File: src/sv/deq_pkg.sv
`timescale 1ns / 1ps
// ----------------------------------------------------------------------------
// deq_pkg
// Shared types and constants for the double-ended queue core.
// ----------------------------------------------------------------------------
package deq_pkg;

    // Default sizing
    localparam int DEPTH_DEF      = 16;
    localparam int DATA_WIDTH_DEF = 32;

    // Fixed field widths of the channels
    localparam int OP_W     = 3;
    localparam int WORD_W   = 32;
    localparam int STATUS_W = 2;

    // Operation codes; codes above OP_POP_BACK act as OP_NONE
    typedef enum logic [OP_W-1:0] {
        OP_NONE       = 3'd0,
        OP_PUSH_FRONT = 3'd1,
        OP_PUSH_BACK  = 3'd2,
        OP_POP_FRONT  = 3'd3,
        OP_POP_BACK   = 3'd4
    } t_op;

    // Response status codes
    typedef enum logic [STATUS_W-1:0] {
        ST_OK    = 2'd0,
        ST_EMPTY = 2'd1,
        ST_FULL  = 2'd2
    } t_status;

    // Control sequencer states
    typedef enum logic {
        S_IDLE = 1'b0,
        S_READ = 1'b1
    } t_state;

    // Occupancy flags from the pointer unit
    typedef struct packed {
        logic empty;
        logic full;
        logic single;
    } t_ptr_flags;

endpackage

File: src/sv/deq_if.sv
`timescale 1ns / 1ps
// ----------------------------------------------------------------------------
// deq_if
// Valid/ready channels of the deque core: command in, response out.
// ----------------------------------------------------------------------------

// Command channel: one operation per transaction
interface deq_in_if;
    logic        valid;
    logic        ready;
    logic [2:0]  operation;
    logic [31:0] push_word;

    modport source (output valid, output operation, output push_word, input ready);
    modport sink   (input valid, input operation, input push_word, output ready);
endinterface

// Response channel: one result per command
interface deq_out_if #(
    parameter int OCC_W = 5
);
    logic             valid;
    logic             ready;
    logic [1:0]       status;
    logic [31:0]      front_word;
    logic [31:0]      back_word;
    logic [OCC_W-1:0] occupancy;
    logic             is_empty;

    modport source (
        output valid, output status, output front_word, output back_word,
        output occupancy, output is_empty, input ready
    );
    modport sink (
        input valid, input status, input front_word, input back_word,
        input occupancy, input is_empty, output ready
    );
endinterface

File: src/sv/deq_ram.sv
`timescale 1ns / 1ps
// ----------------------------------------------------------------------------
// deq_ram
// Generic simple dual-port RAM: one write port, one registered read port.
// ----------------------------------------------------------------------------
module deq_ram #(
    parameter int WIDTH = 32,
    parameter int DEPTH = 16
) (
    input  logic                     i_clk,
    input  logic                     i_wr_en,
    input  logic [$clog2(DEPTH)-1:0] i_wr_addr,
    input  logic [WIDTH-1:0]         i_wr_data,
    input  logic                     i_rd_en,
    input  logic [$clog2(DEPTH)-1:0] i_rd_addr,
    output logic [WIDTH-1:0]         o_rd_data
);

    logic [WIDTH-1:0] r_mem [DEPTH];
    logic [WIDTH-1:0] r_rd_data;

    // Write port and registered read port
    always_ff @(posedge i_clk) begin
        if (i_wr_en) begin
            r_mem[i_wr_addr] <= i_wr_data;
        end
        if (i_rd_en) begin
            r_rd_data <= r_mem[i_rd_addr];
        end
    end

    assign o_rd_data = r_rd_data;

endmodule

File: src/sv/deq_ptr.sv
`timescale 1ns / 1ps
// ----------------------------------------------------------------------------
// deq_ptr
// Head, tail and count of the circular store, plus the slot addresses
// that each operation writes or reads.
// ----------------------------------------------------------------------------
module deq_ptr #(
    parameter int DEPTH = 16
) (
    input  logic                       i_clk,
    input  logic                       i_rst_n,
    input  logic                       i_step,
    input  deq_pkg::t_op               i_op,
    output deq_pkg::t_ptr_flags        o_flags,
    output logic [$clog2(DEPTH+1)-1:0] o_count,
    output logic [$clog2(DEPTH)-1:0]   o_push_front_addr,
    output logic [$clog2(DEPTH)-1:0]   o_push_back_addr,
    output logic [$clog2(DEPTH)-1:0]   o_new_front_addr,
    output logic [$clog2(DEPTH)-1:0]   o_new_back_addr
);
    import deq_pkg::*;

    localparam int IDX_W = $clog2(DEPTH);
    localparam int CNT_W = $clog2(DEPTH + 1);
    localparam logic [IDX_W-1:0] LAST_IDX = IDX_W'(DEPTH - 1);

    // Circular step forward / backward
    function automatic logic [IDX_W-1:0] idx_inc(input logic [IDX_W-1:0] idx);
        return (idx == LAST_IDX) ? '0 : idx + IDX_W'(1);
    endfunction

    function automatic logic [IDX_W-1:0] idx_dec(input logic [IDX_W-1:0] idx);
        return (idx == '0) ? LAST_IDX : idx - IDX_W'(1);
    endfunction

    logic [IDX_W-1:0] r_head, n_head;
    logic [IDX_W-1:0] r_tail, n_tail;  // slot of the back word
    logic [CNT_W-1:0] r_count, n_count;

    // Pointer update; the caller only steps legal operations
    always_comb begin
        n_head  = r_head;
        n_tail  = r_tail;
        n_count = r_count;
        if (i_step) begin
            unique case (i_op)
                OP_PUSH_FRONT: begin
                    n_head  = idx_dec(r_head);
                    n_count = r_count + CNT_W'(1);
                end
                OP_PUSH_BACK: begin
                    n_tail  = idx_inc(r_tail);
                    n_count = r_count + CNT_W'(1);
                end
                OP_POP_FRONT: begin
                    n_head  = idx_inc(r_head);
                    n_count = r_count - CNT_W'(1);
                end
                OP_POP_BACK: begin
                    n_tail  = idx_dec(r_tail);
                    n_count = r_count - CNT_W'(1);
                end
                default: begin
                end
            endcase
        end
    end

    // Empty store: tail sits one slot behind head
    always_ff @(posedge i_clk) begin
        if (!i_rst_n) begin
            r_head  <= '0;
            r_tail  <= LAST_IDX;
            r_count <= '0;
        end else begin
            r_head  <= n_head;
            r_tail  <= n_tail;
            r_count <= n_count;
        end
    end

    assign o_flags.empty  = (r_count == '0);
    assign o_flags.full   = (r_count == CNT_W'(DEPTH));
    assign o_flags.single = (r_count == CNT_W'(1));
    assign o_count        = r_count;

    assign o_push_front_addr = idx_dec(r_head);
    assign o_push_back_addr  = idx_inc(r_tail);
    assign o_new_front_addr  = idx_inc(r_head);
    assign o_new_back_addr   = idx_dec(r_tail);

endmodule

File: src/sv/double_ended_queue_core.sv
// Timing: push, no-op, full and empty responses appear in the cycle after
//   the command transaction; a pop that leaves words passes the registered
//   read port of the slot RAM, then the response register, and takes no new
//   command meanwhile. Throughput: 1 command per cycle while o_rsp is ready.
// Reset: head, tail, count and handshake state clear at once; the slot RAM
//   is not cleared (no clearing pass), only written slots are ever read.
`timescale 1ns / 1ps
// ----------------------------------------------------------------------------
// double_ended_queue_core
// Bounded deque in a circular RAM with cached front and back words.
// ----------------------------------------------------------------------------
module double_ended_queue_core #(
    parameter int DEPTH      = deq_pkg::DEPTH_DEF,
    parameter int DATA_WIDTH = deq_pkg::DATA_WIDTH_DEF
) (
    input  logic       i_clk,
    input  logic       i_rst_n,
    deq_in_if.sink     i_cmd,
    deq_out_if.source  o_rsp
);
    import deq_pkg::*;

    localparam int IDX_W = $clog2(DEPTH);
    localparam int CNT_W = $clog2(DEPTH + 1);

    t_state           r_state, n_state;
    t_op              w_op;
    t_ptr_flags       w_flags;
    logic [CNT_W-1:0] w_count;
    logic [IDX_W-1:0] w_push_front_addr, w_push_back_addr;
    logic [IDX_W-1:0] w_new_front_addr, w_new_back_addr;

    logic                  w_in_ready;
    logic                  w_step;
    logic                  w_load;
    logic                  w_wr_en;
    logic [IDX_W-1:0]      w_wr_addr;
    logic                  w_rd_en;
    logic [IDX_W-1:0]      w_rd_addr;
    logic [DATA_WIDTH-1:0] w_word;
    logic [DATA_WIDTH-1:0] w_rd_data;

    // Cached end words and pending pop direction
    logic [DATA_WIDTH-1:0] r_front, n_front;
    logic [DATA_WIDTH-1:0] r_back, n_back;
    logic                  r_pop_front, n_pop_front;

    // Response register
    logic             r_out_valid, n_out_valid;
    t_status          r_status, n_status;
    logic [31:0]      r_rsp_front, n_rsp_front;
    logic [31:0]      r_rsp_back, n_rsp_back;
    logic [CNT_W-1:0] r_occ, n_occ;
    logic             r_rsp_empty, n_rsp_empty;

    assign w_op   = t_op'(i_cmd.operation);
    assign w_word = DATA_WIDTH'(i_cmd.push_word);

    deq_ptr #(
        .DEPTH (DEPTH)
    ) u_ptr (
        .i_clk             (i_clk),
        .i_rst_n           (i_rst_n),
        .i_step            (w_step),
        .i_op              (w_op),
        .o_flags           (w_flags),
        .o_count           (w_count),
        .o_push_front_addr (w_push_front_addr),
        .o_push_back_addr  (w_push_back_addr),
        .o_new_front_addr  (w_new_front_addr),
        .o_new_back_addr   (w_new_back_addr)
    );

    deq_ram #(
        .WIDTH (DATA_WIDTH),
        .DEPTH (DEPTH)
    ) u_ram (
        .i_clk     (i_clk),
        .i_wr_en   (w_wr_en),
        .i_wr_addr (w_wr_addr),
        .i_wr_data (w_word),
        .i_rd_en   (w_rd_en),
        .i_rd_addr (w_rd_addr),
        .o_rd_data (w_rd_data)
    );

    // Sequencer: decode, RAM access and response build
    always_comb begin
        n_state     = r_state;
        w_in_ready  = 1'b0;
        w_step      = 1'b0;
        w_load      = 1'b0;
        w_wr_en     = 1'b0;
        w_wr_addr   = w_push_back_addr;
        w_rd_en     = 1'b0;
        w_rd_addr   = w_new_back_addr;
        n_front     = r_front;
        n_back      = r_back;
        n_pop_front = r_pop_front;
        n_status    = r_status;
        n_occ       = r_occ;
        n_out_valid = r_out_valid && !o_rsp.ready;

        unique case (r_state)
            S_IDLE: begin
                w_in_ready = !r_out_valid || o_rsp.ready;
                if (w_in_ready && i_cmd.valid) begin
                    w_load   = 1'b1;
                    n_status = ST_OK;
                    n_occ    = w_count;
                    case (w_op) inside
                        OP_PUSH_FRONT, OP_PUSH_BACK: begin
                            if (w_flags.full) begin
                                n_status = ST_FULL;
                            end else begin
                                w_step    = 1'b1;
                                w_wr_en   = 1'b1;
                                w_wr_addr = (w_op == OP_PUSH_FRONT) ? w_push_front_addr
                                                                    : w_push_back_addr;
                                n_occ     = w_count + CNT_W'(1);
                                if (w_op == OP_PUSH_FRONT || w_flags.empty) begin
                                    n_front = w_word;
                                end
                                if (w_op == OP_PUSH_BACK || w_flags.empty) begin
                                    n_back = w_word;
                                end
                            end
                        end
                        OP_POP_FRONT, OP_POP_BACK: begin
                            if (w_flags.empty) begin
                                n_status = ST_EMPTY;
                            end else begin
                                w_step = 1'b1;
                                n_occ  = w_count - CNT_W'(1);
                                // Words remain: fetch the new end word first
                                if (!w_flags.single) begin
                                    w_load      = 1'b0;
                                    w_rd_en     = 1'b1;
                                    w_rd_addr   = (w_op == OP_POP_FRONT) ? w_new_front_addr
                                                                         : w_new_back_addr;
                                    n_pop_front = (w_op == OP_POP_FRONT);
                                    n_state     = S_READ;
                                end
                            end
                        end
                        default: begin
                        end
                    endcase
                end
            end
            S_READ: begin
                w_load   = 1'b1;
                n_status = ST_OK;
                n_occ    = w_count;
                if (r_pop_front) begin
                    n_front = w_rd_data;
                end else begin
                    n_back = w_rd_data;
                end
                n_state = S_IDLE;
            end
            default: begin
                n_state = S_IDLE;
            end
        endcase

        // Response fields read zero when the deque is empty
        n_rsp_empty = (n_occ == '0);
        n_rsp_front = n_rsp_empty ? '0 : 32'(n_front);
        n_rsp_back  = n_rsp_empty ? '0 : 32'(n_back);
        if (w_load) begin
            n_out_valid = 1'b1;
        end
    end

    // Control registers
    always_ff @(posedge i_clk) begin
        if (!i_rst_n) begin
            r_state     <= S_IDLE;
            r_out_valid <= 1'b0;
        end else begin
            r_state     <= n_state;
            r_out_valid <= n_out_valid;
        end
    end

    // Payload registers
    always_ff @(posedge i_clk) begin
        r_front     <= n_front;
        r_back      <= n_back;
        r_pop_front <= n_pop_front;
        if (w_load) begin
            r_status    <= n_status;
            r_rsp_front <= n_rsp_front;
            r_rsp_back  <= n_rsp_back;
            r_occ       <= n_occ;
            r_rsp_empty <= n_rsp_empty;
        end
    end

    assign i_cmd.ready      = w_in_ready;
    assign o_rsp.valid      = r_out_valid;
    assign o_rsp.status     = r_status;
    assign o_rsp.front_word = r_rsp_front;
    assign o_rsp.back_word  = r_rsp_back;
    assign o_rsp.occupancy  = r_occ;
    assign o_rsp.is_empty   = r_rsp_empty;

`ifndef SYNTHESIS
    // Count never runs past the store size
    assert property (@(posedge i_clk) disable iff (!i_rst_n)
        w_count <= CNT_W'(DEPTH))
        else $error("deque count exceeds depth");

    // A RAM read always leads to the read-return state
    assert property (@(posedge i_clk) disable iff (!i_rst_n)
        w_rd_en |=> (r_state == S_READ))
        else $error("RAM read without read-return state");

    // The response slot is free while a pop waits on RAM data
    assert property (@(posedge i_clk) disable iff (!i_rst_n)
        (r_state == S_READ) |-> !r_out_valid)
        else $error("response register busy during RAM read");

    // A full response reports a full store
    assert property (@(posedge i_clk) disable iff (!i_rst_n)
        (o_rsp.valid && o_rsp.status == ST_FULL) |-> (o_rsp.occupancy == CNT_W'(DEPTH)))
        else $error("full status with store not full");
`endif

endmodule
File: src/flat_wrapper.sv
// flat-port wrapper written by rule: the top's interface ports become plain ports
module double_ended_queue_core_flat import deq_pkg::*;
#(
    parameter int DEPTH      = deq_pkg::DEPTH_DEF,
    parameter int DATA_WIDTH = deq_pkg::DATA_WIDTH_DEF
)
  (i_clk, i_rst_n, i_cmd_valid, i_cmd_operation, i_cmd_push_word, i_cmd_ready, o_rsp_valid, o_rsp_status, o_rsp_front_word, o_rsp_back_word, o_rsp_occupancy, o_rsp_is_empty, o_rsp_ready);
  deq_in_if i_cmd_i ();
  deq_out_if o_rsp_i ();
  input  logic i_clk;
  input  logic i_rst_n;
  input wire logic [$bits(i_cmd_i.valid)-1:0] i_cmd_valid;
  input wire logic [$bits(i_cmd_i.operation)-1:0] i_cmd_operation;
  input wire logic [$bits(i_cmd_i.push_word)-1:0] i_cmd_push_word;
  output wire logic [$bits(i_cmd_i.ready)-1:0] i_cmd_ready;
  output wire logic [$bits(o_rsp_i.valid)-1:0] o_rsp_valid;
  output wire logic [$bits(o_rsp_i.status)-1:0] o_rsp_status;
  output wire logic [$bits(o_rsp_i.front_word)-1:0] o_rsp_front_word;
  output wire logic [$bits(o_rsp_i.back_word)-1:0] o_rsp_back_word;
  output wire logic [$bits(o_rsp_i.occupancy)-1:0] o_rsp_occupancy;
  output wire logic [$bits(o_rsp_i.is_empty)-1:0] o_rsp_is_empty;
  input wire logic [$bits(o_rsp_i.ready)-1:0] o_rsp_ready;
  assign i_cmd_i.valid = i_cmd_valid;
  assign i_cmd_i.operation = i_cmd_operation;
  assign i_cmd_i.push_word = i_cmd_push_word;
  assign i_cmd_ready = i_cmd_i.ready;
  assign o_rsp_valid = o_rsp_i.valid;
  assign o_rsp_status = o_rsp_i.status;
  assign o_rsp_front_word = o_rsp_i.front_word;
  assign o_rsp_back_word = o_rsp_i.back_word;
  assign o_rsp_occupancy = o_rsp_i.occupancy;
  assign o_rsp_is_empty = o_rsp_i.is_empty;
  assign o_rsp_i.ready = o_rsp_ready;
  double_ended_queue_core #(.DEPTH(DEPTH), .DATA_WIDTH(DATA_WIDTH)) u_core (.i_clk(i_clk), .i_rst_n(i_rst_n), .i_cmd(i_cmd_i), .o_rsp(o_rsp_i));
endmodule
File: config.mk
export PLATFORM = sky130hd
export DESIGN_NAME = double_ended_queue_core_flat
export DESIGN_NICKNAME = d
export VERILOG_FILES = /design/src/sv/deq_pkg.sv /design/src/sv/deq_if.sv /design/src/sv/deq_ram.sv /design/src/sv/deq_ptr.sv /design/src/sv/double_ended_queue_core.sv /design/src/flat_wrapper.sv
export SDC_FILE = /design/constraint.sdc
export NUM_CORES = 1
export LEC_CHECK = 0
export BUFFER_PORTS_ARGS = -buffer_cell sky130_fd_sc_hd__buf_4
export CAP_MARGIN = 10
export CELL_PAD_IN_SITES_DETAIL_PLACEMENT = 1
export CELL_PAD_IN_SITES_GLOBAL_PLACEMENT = 1
export CORE_MARGIN = 1.5
export CORE_UTILIZATION = 40
export CTS_BUF_LIST = sky130_fd_sc_hd__clkbuf_4 sky130_fd_sc_hd__clkbuf_8 sky130_fd_sc_hd__clkbuf_16
export DETAILED_ROUTE_END_ITERATION = 8
export HOLD_SLACK_MARGIN = 0.02
export PLACE_DENSITY_LB_ADDON = 0.1
export SLEW_MARGIN = 20
export SYNTH_ARGS = -nofsm -noshare
export SYNTH_HDL_FRONTEND = slang
export SYNTH_HIERARCHICAL = 1
export SYNTH_SLANG_ARGS = --single-unit
File: constraint.sdc
create_clock -name i_clk -period 5.89 [get_ports i_clk]
set_clock_uncertainty 0.1 [all_clocks]
set_input_delay 0.8835 -clock i_clk [delete_from_list [all_inputs] [get_ports i_clk]]
set_output_delay 0.8835 -clock i_clk [all_outputs]
set_load 0.01 [all_outputs]
==> impl_metrics.toml <==
[status]
status = "completed"

[routing]
viasPerCell = 5.57
drc = 0
wl_per_cell_um = 27.2
dr.pass1.iters = 5
drt_iter0_drc = 1195
drt-total-wl_mm = 72.7
vias = 14900
antenna_left = 0

[place]
hpwl_mm = 42.7
portBuffers = 112
gp_congestion = 0.770
dp_worst_setup_slack_ps = 1150

[timing]
hold_viol_final = 0
slew_viol_final = 0
finalCritPeriodShare_pct = 79.8
tightest_slew_ps = 1050
slew_headroom_pct = 30.1
fin_ws_ps = 1190
setup_violations = 0
max_freq_mhz = 213
setup_tns_ps = 0
rsz0062_at_grt = "false"
period_needed_ps = 4700

[logic_synthesis]
syn_area_sq_um = 28300
ys_ff_latch = 696
avgSynthCellArea_sq_um = 18.7
synth_nets = 1558
synthCells = 1510
ys.flop_type = "edfxtp_1"
seq_area_frac_synth_pct = 71.0
synth_warnings = 6
synth-edff-count = 617
async_flop_share_pct = 0
yosysUniqueCellTypes = 67

[worst_setup_path]
crit_start = "u_core/u_ptr/o_count[0]"
r2r_slack_ps = 1190
critPathKind = "reg2reg"
r2r-start = "u_core/u_ptr/o_count[0]"
r2r_cells = 13
crit_path_start_kind = "flip-flop"
worst_setup_path_end_kind = "flip-flop"
critPathRequiredTime_ps = 6160
crit_path_end = "u_core/u_ram/o_rd_data[16]"
r2r_end = "u_core/u_ram/o_rd_data[16]"
crit_fanout = 42
arrival_ps = 4960

[floorplan]
die_w_um = 269
die_area_sq_um = 72400
die_h_um = 269
initial_core_util_pct = 40.4
ios = 113
core_area_sq_um = 70000
fp-row-count = 97

[power]
power.density_nw_per_um2 = 354
p_leak_nw = 11.4
ir_drop_uv = 191

[cells_and_area]
fillCellCount = 6550
area_growth_pct = 16.5
final_cell_mix = "617 x edfxtp_1, 199 x mux2i_1, 157 x buf_4, 128 x mux4_2, 81 x clkbuf_16"
fin_util_pct = 47.1
drive_above_1_share_pct = 30.1
final_nets = 1710
final_common_cell = "edfxtp_1"

[clock_tree]
cts_root_buf = "clkbuf_16"
cts_hold_buf = 0
worst_setup_hold_path_clk_slew_ps = 60
post_cts_buffers = 0
tritoncts = "done"
cts_made_buffers = 77
cts_resized = 0
cts.sinks = 696
insertion_delay_ps = 610
htreeDepth = 3
cts_buffer_depth = 3

[hold_path]
hp-class = "in2reg"

[global_routing]
grt_pass1_wl_mm = 106
antenna_found_initial = 2
grt_pass1_vias = 15600
grt_max_degree = 72
grt.total_usage_pct = 20.4
grt_overflow_total = 0

[flow_run]
maxCapViolCount = 0
## worst min-delay path by stage
stage,from,to,cells past startpoint
6_report,i_rst_n,u_core/u_ptr/r_tail[2],2
5_1_grt,i_rst_n,u_core/u_ptr/r_tail[2],2
4_1_cts,i_rst_n,u_core/u_ptr/r_tail[2],2
3_5_place_dp,u_core/u_ptr/r_head[3],u_core/u_ptr/r_head[3],2
3_3_place_gp,u_core/u_ptr/r_head[3],u_core/u_ptr/r_head[3],2
2_1_floorplan,u_core/u_ptr/r_head[3],u_core/u_ptr/r_head[3],2
## logic make-up (layout without fill, tap and decap cells)
| family | count (synthesis) | count (layout) | synth area share (%) |
|---|---|---|---|
| other | 0 | 3 | 0 |
| xor gates and xnor gates | 9 | 9 | 0.305 |
| and+or+nand+nor | 173 | 173 | 3.28 |
| AOI/OAI and AO/OA | 183 | 183 | 5.45 |
| muxes | 335 | 335 | 17.5 |
| DFF | 696 | 696 | 71.0 |
| buffers and inverters | 105 | 322 | 1.99 |
| adders and majority gates | 9 | 9 | 0.398 |
## final cells by class
type	count	area (sq um)	area share, %
antenna	3	7.51	0.0228
tap	940	1180	3.57
multi-input combinational	709	7820	23.7
clock buffer	111	2300	6.96
timing repair buffer	162	1280	3.88
sequential	696	20100	61.0
inverter	16	60.1	0.182
clock inverter	33	233	0.706
## synth_stat cells (7+ instances only)
cell        n  area (sq um)
a21oi_1    10          50.1
nor3_1     12          60.1
buf_2      15          75.1
mux2i_1   199          1990
a21boi_2   50           563
inv_1      16          60.1
and3_1      7          43.8
nor2_1     32           120
mux2_2      8          90.1
buf_4      12          90.1
a21boi_0   14           105
buf_1      12          45.0
nand2b_1   13          81.3
mux4_2    128          2880
ha_1        9           113
clkbuf_1   36           135
nand3_1    14          70.1
edfxtp_1  617         18500
a22oi_1    65           488
nand2_1    50           188
o21ai_0    11          55.1
dfxtp_1    79          1580
buf_6      14           158
nor2b_1     7          43.8
## sequential cells by signal (all words and copies together) (netlist names), 2 cells and up
| signal | count |
|---|---|
| u_core/u_ptr/r_tail | 4 |
| u_core/o_rsp.status | 2 |
| u_core/o_rsp.front_word | 32 |
| u_core/r_front | 32 |
| u_core/o_rsp.occupancy | 5 |
| u_core/o_rsp.back_word | 32 |
| u_core/u_ptr/o_count | 5 |
| u_core/r_back | 32 |
| u_core/u_ram/o_rd_data | 32 |
| u_core/u_ptr/r_head | 4 |
| u_core/u_ram/r_mem | 512 |
## worst max-delay path: stages, from the launching register on
cell and delay (ps):
dfxtp_1 590, inv_1 140, ha_1 260, nand2_1 70
nor2_1 120, nor4b_4 380, nor2_1 200, nor3_1 320
nand2_1 240, mux2_8 650, buf_4 480, mux4_2 570
a22oi_1 230, nand2_1 70
## metal layers
layer  routed length (um)  GRT usage (%)
met5                    0              0
met4                 1160           4.77
met3                 4020           3.42
met2                33800           31.7
met1                33700           30.2
## metrics by stage
stage               instance area, sq um  total power [mW]  instances  hold slack (ps)
global placement                   30500              6.99       2523              429
global route                       33000              12.1       2667              440
finish                             33000              11.7       2670              455
floorplan                          28300              6.56       1510              395
CTS                                33000              11.8       2667              423
detailed placement                 30500              7.04       2523              447
## report_power, final
part	switching [mW]	internal (mW)
sequential	0.117	5.68
combinational	0.649	0.484
clock	1.94	2.81
Power figures use the tool's default switching activity.
